**config.mk**
```make
export PLATFORM = sky130hd
export DESIGN_NAME = rau_mul
export DESIGN_NICKNAME = d
export VERILOG_FILES = /design/src/rtl/rau_pkg.sv /design/src/rtl/rau_mul.sv
export SDC_FILE = /design/constraint.sdc
export NUM_CORES = 2
export LEC_CHECK = 0
export BUFFER_PORTS_ARGS = -buffer_cell sky130_fd_sc_hd__buf_2
export CORE_MARGIN = 10
export CORE_UTILIZATION = 60
export DETAILED_ROUTE_END_ITERATION = 12
export PLACE_DENSITY_LB_ADDON = 0.12
export SKIP_LAST_GASP = 1
export SLEW_MARGIN = 15
export SYNTH_ARGS = -nofsm -noshare
export SYNTH_HDL_FRONTEND = slang
export SYNTH_SLANG_ARGS = --single-unit
```
**constraint.sdc**
```tcl
create_clock -name clock -period 8.75 [get_ports clock]
set_input_delay 1.75 -clock clock [delete_from_list [all_inputs] [get_ports clock]]
set_output_delay 1.75 -clock clock [all_outputs]
set_load 0.05 [all_outputs]
```
**src/rtl/rau_pkg.sv**
```systemverilog
// Shared types, codes and constants of the rational arithmetic unit.
package rau_pkg;

   localparam int unsigned ResWidth = 32;
   localparam logic [63:0] NumLimit = 64'(1) << (ResWidth - 1);

   localparam logic [1:0] OP_ADD = 2'd0;
   localparam logic [1:0] OP_SUB = 2'd1;
   localparam logic [1:0] OP_MUL = 2'd2;
   localparam logic [1:0] OP_DIV = 2'd3;

   localparam logic [1:0] STAT_OK   = 2'd0;
   localparam logic [1:0] STAT_ZDEN = 2'd1;
   localparam logic [1:0] STAT_DIV0 = 2'd2;
   localparam logic [1:0] STAT_OVF  = 2'd3;

   typedef struct packed {
      logic [1:0]         op;
      logic signed [31:0] a_num;
      logic signed [31:0] a_den;
      logic signed [31:0] b_num;
      logic signed [31:0] b_den;
   } req_type;

   typedef struct packed {
      logic signed [31:0] res_num;
      logic [30:0]        res_den;
      logic [1:0]         status;
   } rsp_type;

   typedef enum logic [3:0] {
      ST_IDLE, ST_MUL, ST_SUM, ST_GCD, ST_DSTN, ST_WAITN,
      ST_DSTD, ST_WAITD, ST_CHK, ST_EMIT
   } state_type;

endpackage

```
**src/rtl/rau_mul.sv**
```systemverilog
// Registered 32x32 unsigned multiplier shared by all product steps.
module rau_mul import rau_pkg::*; (
   input  logic        clock,
   input  logic [31:0] a,
   input  logic [31:0] b,
   output logic [63:0] p
);
   logic [63:0] p_ff;

   always_ff @(posedge clock) begin
      p_ff <= 64'(a) * 64'(b);
   end

   assign p = p_ff;
endmodule

```
==> flow_metrics.env <==
export IMPL_avgViaCountPerCell=5.41
export IMPL_dr_total_vias=25300
export IMPL_fmax_ghz=0.116
export IMPL_cap_viol_max_count=0
export IMPL_largest_reg_flops=64
export IMPL_worst_slew_pin_slew_ns=0.584
export IMPL_status="finished, final reports clean"
export IMPL_coreArea_um2=57500
export IMPL_rsz0062_at_grt="yes"
export IMPL_grt_pass1_vias=27700
export IMPL_syn_inst=3748
export IMPL_synth_async_reset_ratio=0
export IMPL_num_io_pins=129
export IMPL_fp_dieArea_um2=67800
export IMPL_place_area_um2=37400
export IMPL_drive_gt1_frac=0.103
export IMPL_fin_tns_setup_ns=0
export IMPL_final_nets=5127
export IMPL_wl_um=90300
export IMPL_rows=88
export IMPL_cts_tree="built"
export IMPL_setup_viol=0
export IMPL_fin_util=0.658
export IMPL_cp_end_kind="flop"
export IMPL_drc=0
export IMPL_place_inst=4657
export IMPL_postRouteAntennaNets=0
export IMPL_gp_congestion=0.913
export IMPL_worst_endpoint_arrival_ns=8.88
export IMPL_hp_class="primary input to flop"
export IMPL_critPathLaunch="a[20]"
export IMPL_antenna_found_initial=5
export IMPL_layout_common_cells="fa_1, inv_1, and2_1"
export IMPL_synth_nets=4972
export IMPL_slew_headroom=0.608
export IMPL_syn_area_um2=34700
export IMPL_cts_buffers=9
export IMPL_synth_seq_area_share=0.0369
export IMPL_grt_max_degree=24
export IMPL_ys_types=57
export IMPL_clock_path_buffers=2
export IMPL_die_w_um=260
export IMPL_design_area_um2=37800
export IMPL_timing_hold_violations_final=0
export IMPL_drtIter0Drc=1347
export IMPL_start_kind="primary input"
export IMPL_grt_use_total=0.280
export IMPL_layout_cells_non_filler=4676
export IMPL_port_buffer_count=128
export IMPL_overflow=0
export IMPL_grt_pass1_wl_um=148000
export IMPL_area_growth_pct=9.02
export IMPL_drt_pre_antenna_iters=7
export IMPL_fin_crit_sh=0.986
export IMPL_clk_pin_slew_ns=0.06
export IMPL_die_h_um=260
export IMPL_post_cts_setup_buffers=0
export IMPL_dp_hpwl_um=79900
export IMPL_numClockSinks=64
export IMPL_min_from="b[0]"
export IMPL_synth_area_per_cell_um2=9.25
export IMPL_synthFlopType="dfxtp_1"
export IMPL_wl_per_cell_um=19.3
export IMPL_clockRootBuffer="clkbuf_16"
export IMPL_cp_max_fo=15
export IMPL_synth_edf_count=0
export IMPL_yosysWarningCount=0
export IMPL_required_ns=9.01
export IMPL_layout_commonest_cell="fa_1"
export IMPL_path_class="primary input to flop"
export IMPL_start_util=0.603
export IMPL_finalMaxSlewViolations=0
export IMPL_h_tree_depth=3
export IMPL_min_period_ns=8.63
export IMPL_synth_seq_cells=64
==> worst max-delay path: stages <==
cell and delay [ns]:
clkbuf_4 0.21, and2_1 0.22, fa_1 0.51, fa_1 0.58, inv_1 0.07, fa_1 0.51, fa_1 0.53, inv_1 0.06
fa_1 0.54, fa_1 0.42, fa_1 0.62, fa_1 0.46, ha_1 0.30, nand4_1 0.16, or4_1 0.57, or3_4 0.37
a31oi_4 0.20, buf_4 0.15, a31o_2 0.19, a211oi_2 0.08, o21ai_1 0.19, xor2_1 0.17
==> layout make-up <==
type	instances	area (um^2)
Antenna cell	3	7.51
Clock buffer	12	256
Clock inverter	4	76.3
Fill cell	4799	19700
Inverter	865	3250
Multi-Input combinational cell	2599	29400
Sequential cell	64	1280
Tap cell	765	957
Timing Repair Buffer	364	2620
==> through the flow <==
| step | worst slack, ns | hold WS, ns |
|---|---|---|
| after floorplan | 0.247 | 1.88 |
| after global placement | -0.210 | 2.22 |
| after detailed placement | -0.242 | 2.22 |
| after CTS | 0.0520 | 1.96 |
| after global routing | -0.0171 | 1.99 |
| final | 0.124 | 1.97 |
==> cells in the mapped netlist (all sizes together) (2+ instances only) <==
cell type	instances	share of area
a211oi	3	0.00065
or4	3	0.00065
nand2b	2	0.00036
or2	3	0.00054
o211ai	2	0.00043
nand4	23	0.0041
ha	263	0.095
a221o	4	0.0012
xor2	25	0.0063
clkbuf	213	0.023
inv	865	0.094
a21boi	3	0.00065
nor3	7	0.0010
a311oi	2	0.00051
o21ai	26	0.0038
nor2b	2	0.00036
nand3	10	0.0014
and2	602	0.11
a21oi	66	0.0099
o221a	2	0.00065
a31oi	12	0.0022
a21o	40	0.0087
or3	3	0.00054
nor2	20	0.0022
o221ai	3	0.00076
o31ai	5	0.0023
and3	14	0.0025
nand2	480	0.052
buf	7	0.00097
dfxtp	64	0.037
and4	3	0.00076
and3b	2	0.00051
a221oi	4	0.0025
o21bai	11	0.0025
o21a	9	0.0019
fa	896	0.52
xnor2	35	0.0088
==> cell families (layout without fill, tap and decap cells) <==
kind of cell             after synthesis  in the layout  synth area share
AND/OR/NAND/NOR                     1177           1177             0.176
adder cells (fa/ha/maj)             1159           1159             0.612
buffers and inverters               1085           1245             0.118
AO/OA/AOI/OAI                        202            202            0.0415
flip-flops                            64             64            0.0369
XOR/XNOR                              60             60            0.0152
multiplexers                           1              1          0.000289
other                                  0              3                 0
==> repair_timing <==
action,4_1_cts,5_1_grt
gates resized for setup,0,30
endpoints found under the setup margin,0,13
hold buffers,0,0
==> metal layers <==
layer | track usage | share of wire | wire [um] | up-vias
met5 | 0 | 0.00030 | 27 | -
met4 | 0.119 | 0.051 | 4620 | 4
met3 | 0.0299 | 0.044 | 4020 | 215
met2 | 0.510 | 0.54 | 48300 | 735
met1 | 0.331 | 0.37 | 33300 | 13200
li1 | - | - | - | 11100
==> worst paths after layout <==
kind | depth (start not counted) | to | slack, ns
min | 2 | p[0] | 1.97
max | 22 | p[62] | 0.12
Power is left out: the tool's default activity adds up to more than one toggle a clock period on the data nets, which glitch-free logic cannot reach.
