### src/rtl/rau_pkg.sv
// Shared types, codes and constants of the rational arithmetic unit.
package rau_pkg;

   localparam int unsigned ResWidth = 32;
   localparam logic [63:0] NumLimit = 64'(1) << (ResWidth - 1);

   localparam logic [1:0] OP_ADD = 2'd0;
   localparam logic [1:0] OP_SUB = 2'd1;
   localparam logic [1:0] OP_MUL = 2'd2;
   localparam logic [1:0] OP_DIV = 2'd3;

   localparam logic [1:0] STAT_OK   = 2'd0;
   localparam logic [1:0] STAT_ZDEN = 2'd1;
   localparam logic [1:0] STAT_DIV0 = 2'd2;
   localparam logic [1:0] STAT_OVF  = 2'd3;

   typedef struct packed {
      logic [1:0]         op;
      logic signed [31:0] a_num;
      logic signed [31:0] a_den;
      logic signed [31:0] b_num;
      logic signed [31:0] b_den;
   } req_type;

   typedef struct packed {
      logic signed [31:0] res_num;
      logic [30:0]        res_den;
      logic [1:0]         status;
   } rsp_type;

   typedef enum logic [3:0] {
      ST_IDLE, ST_MUL, ST_SUM, ST_GCD, ST_DSTN, ST_WAITN,
      ST_DSTD, ST_WAITD, ST_CHK, ST_EMIT
   } state_type;

endpackage

### src/rtl/rau_div.sv
// Restoring 64-bit divider, one quotient bit per cycle.
module rau_div import rau_pkg::*; (
   input  logic        clock,
   input  logic        reset,
   input  logic        start,
   input  logic [63:0] dividend,
   input  logic [63:0] divisor,
   output logic        done,
   output logic [63:0] quotient
);
   logic        run_ff, run_in;
   logic        done_ff, done_in;
   logic [6:0]  cnt_ff, cnt_in;
   logic [63:0] rem_ff, rem_in;
   logic [63:0] quo_ff, quo_in;
   logic [63:0] dsr_ff, dsr_in;
   logic [64:0] shifted;

   always_comb begin
      run_in  = run_ff;
      done_in = 1'b0;
      cnt_in  = cnt_ff;
      rem_in  = rem_ff;
      quo_in  = quo_ff;
      dsr_in  = dsr_ff;
      shifted = {rem_ff, quo_ff[63]};
      if (start) begin
         run_in = 1'b1;
         cnt_in = 7'd64;
         rem_in = '0;
         quo_in = dividend;
         dsr_in = divisor;
      end else if (run_ff) begin
         if (shifted >= {1'b0, dsr_ff}) begin
            rem_in = 64'(shifted - {1'b0, dsr_ff});
            quo_in = {quo_ff[62:0], 1'b1};
         end else begin
            rem_in = shifted[63:0];
            quo_in = {quo_ff[62:0], 1'b0};
         end
         cnt_in = cnt_ff - 7'd1;
         if (cnt_ff == 7'd1) begin
            run_in  = 1'b0;
            done_in = 1'b1;
         end
      end
   end

   always_ff @(posedge clock) begin
      if (reset) begin
         run_ff  <= 1'b0;
         done_ff <= 1'b0;
         cnt_ff  <= '0;
      end else begin
         run_ff  <= run_in;
         done_ff <= done_in;
         cnt_ff  <= cnt_in;
      end
      rem_ff <= rem_in;
      quo_ff <= quo_in;
      dsr_ff <= dsr_in;
   end

   assign done     = done_ff;
   assign quotient = quo_ff;
endmodule

### config.mk
export PLATFORM = sky130hd
export DESIGN_NAME = rau_div
export DESIGN_NICKNAME = d
export VERILOG_FILES = /design/src/rtl/rau_pkg.sv /design/src/rtl/rau_div.sv
export SDC_FILE = /design/constraint.sdc
export NUM_CORES = 1
export LEC_CHECK = 0
export ABC_CLOCK_PERIOD_IN_PS = 9200
export BUFFER_PORTS_ARGS = -buffer_cell sky130_fd_sc_hd__buf_2
export CAP_MARGIN = 20
export CELL_PAD_IN_SITES_DETAIL_PLACEMENT = 0
export CELL_PAD_IN_SITES_GLOBAL_PLACEMENT = 1
export CORE_MARGIN = 2
export CORE_UTILIZATION = 45
export CTS_CLUSTER_SIZE = 24
export DETAILED_ROUTE_END_ITERATION = 7
export PLACE_DENSITY = 0.89
export SYNTH_ARGS = -nofsm -noshare
export SYNTH_HDL_FRONTEND = slang
export SYNTH_SLANG_ARGS = --single-unit
### constraint.sdc
create_clock -name clock -period 9.2 [get_ports clock]
set_clock_uncertainty 0.05 [all_clocks]
set_input_delay 0.92 -clock clock [delete_from_list [all_inputs] [get_ports clock]]
set_output_delay 0.92 -clock clock [all_outputs]
set_load 0.02 [all_outputs]
==> impl_metrics.env, run 1 <==
export IMPL_antenna_found_initial=0
export IMPL_yosysMostFrequentCell="nand2_1"
export IMPL_status="completed"
export IMPL_syn_num_nets=1489
export IMPL_drt_total_wl_mm=33.8
export IMPL_ys_flop_type="edfxtp_1"
export IMPL_port_buffers=195
export IMPL_synth_top_area_share_pct=31.0
export IMPL_grt_pass1_wl_mm=53.6
export IMPL_row_count=60
export IMPL_overflow=0
export IMPL_die_h_um=170
export IMPL_timing_critical_path_mode_cell="a21oi_1"
export IMPL_fmaxAchievable_mhz=255
export IMPL_relSlewSlack_pct=36.5
export IMPL_syn2layout_area_growth_pct=15.5
export IMPL_hold_viol_final=0
export IMPL_tns_ps=0
export IMPL_htreeDepth=1
export IMPL_cp_required_ps=9570
export IMPL_drc=0
export IMPL_ios=196
export IMPL_root_buffer="clkbuf_16"
export IMPL_fin_crit_ps=3920
export IMPL_setup_violations=0
export IMPL_detail_route_antenna_nets=0
export IMPL_synthCells=1291
export IMPL_dieWidth_um=170
export IMPL_ys_async_sr_fraction_pct=0
export IMPL_ys_types=94
export IMPL_fillCellCount=2555
export IMPL_critPathMaxFanout=40
export IMPL_synth_edf_count=128
export IMPL_cp_top_family="simple AND/OR/NAND/NOR gates"
export IMPL_crit_path_end_kind="flip-flop"
export IMPL_antenna_cells=0
export IMPL_dp_hpwl_mm=24.8
export IMPL_worstMarginPinSlew_ps=953
export IMPL_synth_largest_area_cell="edfxtp_1"
export IMPL_start_kind="flip-flop"
export IMPL_place_congestion=0.900
export IMPL_post_cts_buffers=0
export IMPL_min_period_over_period_pct=42.7
export IMPL_drt_iter0_markers=675
export IMPL_synth_area_leaders="edfxtp_1, dfxtp_1, ha_1"
export IMPL_cts_path_max_buffers=3
export IMPL_power_density_nw_per_um2=194
export IMPL_drv_cap=0
export IMPL_syn_cell_area_um2=12400
export IMPL_grt_max_degree=78
export IMPL_grt_pass1_vias=10100
export IMPL_ys_ff_latch=201
export IMPL_nets=1651
export IMPL_avgViaCountPerCell=5.76
export IMPL_initial_core_util_pct=45.9
export IMPL_cp_buffers_inverters=2
export IMPL_cts_reportedPaths_clkPinSlew_ps=60
export IMPL_crit_path_top_delay_cell="buf_4"
export IMPL_yosys_top_cells_count="nand2_1, edfxtp_1, nor2_1, inv_1, a21oi_1"
export IMPL_critPathArrivalTime_ps=4300
export IMPL_critPathKind="reg -> reg"
export IMPL_drive_above_1_share_pct=22.8
export IMPL_dieArea_um2=28900
export IMPL_power_leakage_uw=0.00613
export IMPL_max_stage_delay_ps=510
export IMPL_seqCellArea_um2=5310
export IMPL_ys_seq_area_share_pct=42.7
export IMPL_synth_avg_cell_area_um2=9.62
export IMPL_power_uw=2780
export IMPL_yosys_warnings=0
export IMPL_vias=10400
export IMPL_first_pass_iters=5
export IMPL_slew_violations=0
export IMPL_ir_worst_vdd_uv=155
export IMPL_post_drt_wl_per_cell_um=18.7
export IMPL_cts_buffers=24
export IMPL_clk_latency_ps=550
export IMPL_rsz0062_at_grt="no"
export IMPL_grt_usage_pct=23.2
export IMPL_multiInputGateArea_um2=6500
export IMPL_cts_tree="done"
export IMPL_hp_class="reg -> reg"
export IMPL_worstPathCellList="inv_1 > ha_1 > a21oi_1 > o211ai_1 > a21oi_1 > nand4_1 > nor3_1 > and3b_1 > nor2_4 > buf_4 > nand2_1 > a311oi_1"
export IMPL_core_um2=27000
export IMPL_ctsResizeCount=0
export IMPL_ctsHoldBuffers=0
export IMPL_cts_num_sinks=201
## cells by family after synthesis
family / Yosys count / share of synthesized area (%)
simple gates: 406 / 15.3
compound gates: 347 / 20.1
flops: 201 / 42.7
buf+inv: 147 / 4.96
mux: 75 / 6.75
fa+ha+maj: 67 / 6.81
xor+xnor: 48 / 3.39
## sequential cells by signal, indices dropped and copies added, names as in the netlist
signal	flops
cnt_ff	7
done	1
dsr_ff	64
quotient	64
rem_ff	64
run_ff	1
## final cells by class
class                   count  share of cell area (%)
multi-input cells         943                    45.3
inverters                  82                    2.15
clock inverters            15                    1.06
clock buffers              29                    4.32
repair buffers            201                    7.16
well taps                 341                    2.97
flip-flops and latches    201                    37.0
## cell usage in the layout (no fill, tap or decap), drive strengths merged, types with 26 or more instances in the layout
cell type and n:
nand2 156, a21o 43, o21ai 61, ha 66, inv 82, edfxtp 128, mux2 67, xnor2 26
clkbuf 29, nor2 111, buf 201, a311oi 44, dfxtp 73, a21oi 80
## power by group
part	total, uW	switching [uW]	internal [uW]
Combinational	733	453	281
Clock	934	394	540
Sequential	1110	53.7	1050
Total	2780	901	1870
## layer usage
layer	vias up	GRT usage (%)	wire (um)
met3	61	5.12	2230
met4	0	6.95	921
li1	5086	-	-
met2	339	37.9	15500
met1	4953	30.8	15200
met5	-	0	0
## final timing paths
path | end | slack [ps] | cells past startpoint | startpoint
min reg2reg | rem_ff[28]$_SDFFE_PP0P_ | 440 | 2 | rem_ff[28]$_SDFFE_PP0P_
max | rem_ff[57]$_SDFFE_PP0P_ | 5280 | 12 | dsr_ff[28]$_DFFE_PP_
min | rem_ff[28]$_SDFFE_PP0P_ | 440 | 2 | rem_ff[28]$_SDFFE_PP0P_
max reg2reg | rem_ff[57]$_SDFFE_PP0P_ | 5280 | 12 | dsr_ff[28]$_DFFE_PP_
## metrics by stage
step	util [%]	setup WS, ps	hold WS (ps)	instances	cell area [um^2]
floorplan	-	5770	391	1291	12400
global placement	50.2	5430	420	1768	13600
detailed placement	50.2	5380	421	1768	13600
CTS	53.1	5340	436	1812	14300
global route	53.1	4980	455	1812	14300
finish	53.1	5280	437	1812	14300
## tightest hold or removal path: stages, from the launching register on
cell	delay [ps]
dfxtp_1	320
nand2_1	50
o21ai_0	60
No activity file was read; power rests on OpenSTA's default activity.
==> inputs of run 2 (changes only) <==
Settings changed: ABC_CLOCK_PERIOD_IN_PS 9200 to 3400, CORE_UTILIZATION 45 to 40, PLACE_DENSITY 0.89 to 0.84.
Clock period 9.2 ns to 3.4 ns, I/O delays scaled along.
==> run 2 against run 1 <==
Effect of this change:
- routed wire length rose by 4.7%
- largest power group unchanged
- design area rose by 8.1%
- combinational power rose to 2.9 times the previous value
- highest routed layer unchanged
- critical path type unchanged
- clock power rose to 2.9 times the previous value
- register-to-register slack got worse by 5200 ps
- sequential share of layout area fell by 2.8 points
==> impl_metrics.env, run 2 (synthesis results as in run 1) <==
export IMPL_port_buffers=195
export IMPL_switching_share_pct=31.9
export IMPL_power_density_nw_per_um2=505
export IMPL_cts_reportedPaths_clkPinSlew_ps=60
export IMPL_postLayoutCoreUtil_pct=50.7
export IMPL_rr_startpoint="quotient[63]$_DFFE_PP_"
export IMPL_worstPathCellList="inv_1 > ha_1 > fa_1 > nand2b_1 > a211oi_1 > buf_4 > o41ai_2 > a2111oi_4 > o21ai_2 > a21oi_4 > or3_1 > nand4_1 > a311oi_1"
export IMPL_syn2layout_area_growth_pct=24.9
export IMPL_slew_violations=0
export IMPL_relSlewSlack_pct=44.9
export IMPL_critPathKind="reg -> reg"
export IMPL_antenna_found_initial=0
export IMPL_root_buffer="clkbuf_16"
export IMPL_clockPowerShare_pct=34.2
export IMPL_layout_common_cells="buf_2, nand2_1, edfxtp_1, nor2_1, inv_1"
export IMPL_dp_hpwl_mm=25.7
export IMPL_status="completed"
export IMPL_crit_path_top_delay_cell="a2111oi_4"
export IMPL_reg2reg_depth=13
export IMPL_grt_max_degree=71
export IMPL_hold_viol_final=0
export IMPL_critPathArrivalTime_ps=3700
export IMPL_avgViaCountPerCell=5.48
export IMPL_drc=0
export IMPL_dp_cells=1855
export IMPL_ir_worst_vdd_uv=473
export IMPL_worst_path_stages=13
export IMPL_dieWidth_um=180
export IMPL_holdPathEnd="quotient[12]$_DFFE_PP_"
export IMPL_power_leakage_uw=0.00660
export IMPL_grt_pass1_wl_mm=56.5
export IMPL_dieArea_um2=32500
export IMPL_initial_core_util_pct=40.6
export IMPL_core_um2=30600
export IMPL_critPathMaxFanout=5
export IMPL_setup_violations=0
export IMPL_dpl_cell_area_um2=13900
export IMPL_holdCritStartpoint="dividend[12]"
export IMPL_start_kind="flip-flop"
export IMPL_grt_usage_pct=21.2
export IMPL_crit_path_end_kind="flip-flop"
export IMPL_hp_class="in -> reg"
export IMPL_min_path_cells=2
export IMPL_fmaxAchievable_mhz=303
export IMPL_cts_buffers=25
export IMPL_place_congestion=0.876
export IMPL_cts_num_sinks=201
export IMPL_cp_required_ps=3800
export IMPL_antenna_cells=0
export IMPL_power_uw=7830
export IMPL_design_area_um2=15500
export IMPL_tns_ps=0
export IMPL_htreeDepth=1
export IMPL_cts_tree="done"
export IMPL_combPwrFrac_pct=27.5
export IMPL_drv_cap=0
export IMPL_nets=1750
export IMPL_final_cells=1966
export IMPL_overflow=0
export IMPL_vias=10800
export IMPL_die_h_um=180
export IMPL_switchingPower_uw=2500
export IMPL_met1_usage_pct=27.5
export IMPL_first_pass_iters=5
export IMPL_ios=196
export IMPL_post_drt_wl_per_cell_um=18.0
export IMPL_met3_usage_pct=4.28
export IMPL_detail_route_antenna_nets=0
export IMPL_cp_top_family="compound AO/OA/AOI/OAI gates"
export IMPL_intPower_uw=5330
export IMPL_busiest_layer="met2"
export IMPL_cts_path_max_buffers=3
export IMPL_cp_buffers_inverters=2
export IMPL_reg2reg_to="rem_ff[58]$_SDFFE_PP0P_"
export IMPL_worstMarginPinSlew_ps=826
export IMPL_min_period_over_period_pct=97.0
export IMPL_groute_layer_met2_usage_pct=36.2
export IMPL_fin_crit_ps=3300
export IMPL_max_stage_delay_ps=490
export IMPL_drt_total_wl_mm=35.4
export IMPL_clk_latency_ps=550
export IMPL_drt_iter0_markers=596
export IMPL_final_common_cell="buf_2"
export IMPL_reg2reg_slack_ps=100
export IMPL_drive_above_1_share_pct=24.3
export IMPL_grt_pass1_vias=10800
export IMPL_row_count=64
export IMPL_pwr_share_seq_pct=38.3
==> run 2: cell types whose count changed in the layout (fill, tap and decap cells not counted), sizes merged <==
cell,delta
dlygate4sd3,+65
bufinv,+1
clkinv,-5
buf,+33
clkbuf,+4
inv,+1
==> run 2: timing repair <==
action	4_1_cts	5_1_grt
resized for setup	0	22
buffers inserted	0	1
setup endpoints to repair	0	54
hold buffers	65	0
endpoints found under the hold margin	66	0
==> run 2: metrics by stage <==
step | hold slack [ps] | setup slack (ps)
2_1_floorplan | 362 | 295
3_3_place_gp | 418 | 189
3_5_place_dp | 418 | 42.6
4_1_cts | 19.9 | 20.9
5_1_grt | 39.9 | -62.8
6_report | 47.2 | 103
==> run 2: metal layers <==
metal	vias to the layer above	wire length, um
met3	51	2260
met2	333	16600
met1	5093	15800
met5	-	0
li1	5290	-
met4	0	835
==> run 2: final cells by class <==
type / instances / area (um^2)
Fill cell: 2869 / 15100
Multi-Input combinational cell: 943 / 6610
Sequential cell: 201 / 5310
Timing Repair Buffer: 299 / 1970
Clock buffer: 33 / 666
Tap cell: 396 / 495
Inverter: 82 / 308
Clock inverter: 12 / 146
==> run 2: power by group through the flow <==
stage          Combinational, uW  Sequential, uW  Clock [uW]
2_1_floorplan               1370            3100           0
3_3_place_gp                2030            3040           0
4_1_cts                     2120            3000        2760
5_1_grt                     2370            3020        2810
3_5_place_dp                2050            3040           0
6_report                    2160            3000        2680
==> run 2: worst max-delay path by stage <==
stage / startpoint / endpoint / slack, ps
6_report: quotient[63]$_DFFE_PP_ / rem_ff[58]$_SDFFE_PP0P_ / 100
4_1_cts: quotient[63]$_DFFE_PP_ / rem_ff[62]$_SDFFE_PP0P_ / 20
3_5_place_dp: quotient[63]$_DFFE_PP_ / rem_ff[62]$_SDFFE_PP0P_ / 40
3_3_place_gp: quotient[63]$_DFFE_PP_ / rem_ff[58]$_SDFFE_PP0P_ / 190
5_1_grt: quotient[63]$_DFFE_PP_ / rem_ff[50]$_SDFFE_PP0P_ / -60
2_1_floorplan: quotient[63]$_DFFE_PP_ / rem_ff[48]$_SDFFE_PP0P_ / 290
==> run 2: worst reg2reg max path, cell delays in order, from the launching register on <==
cell,delay (ps)
edfxtp_1,370
inv_1,60
ha_1,210
fa_1,410
nand2b_1,180
a211oi_1,240
buf_4,180
o41ai_2,110
a2111oi_4,490
o21ai_2,150
a21oi_4,240
or3_1,140
nand4_1,90
a311oi_1,280
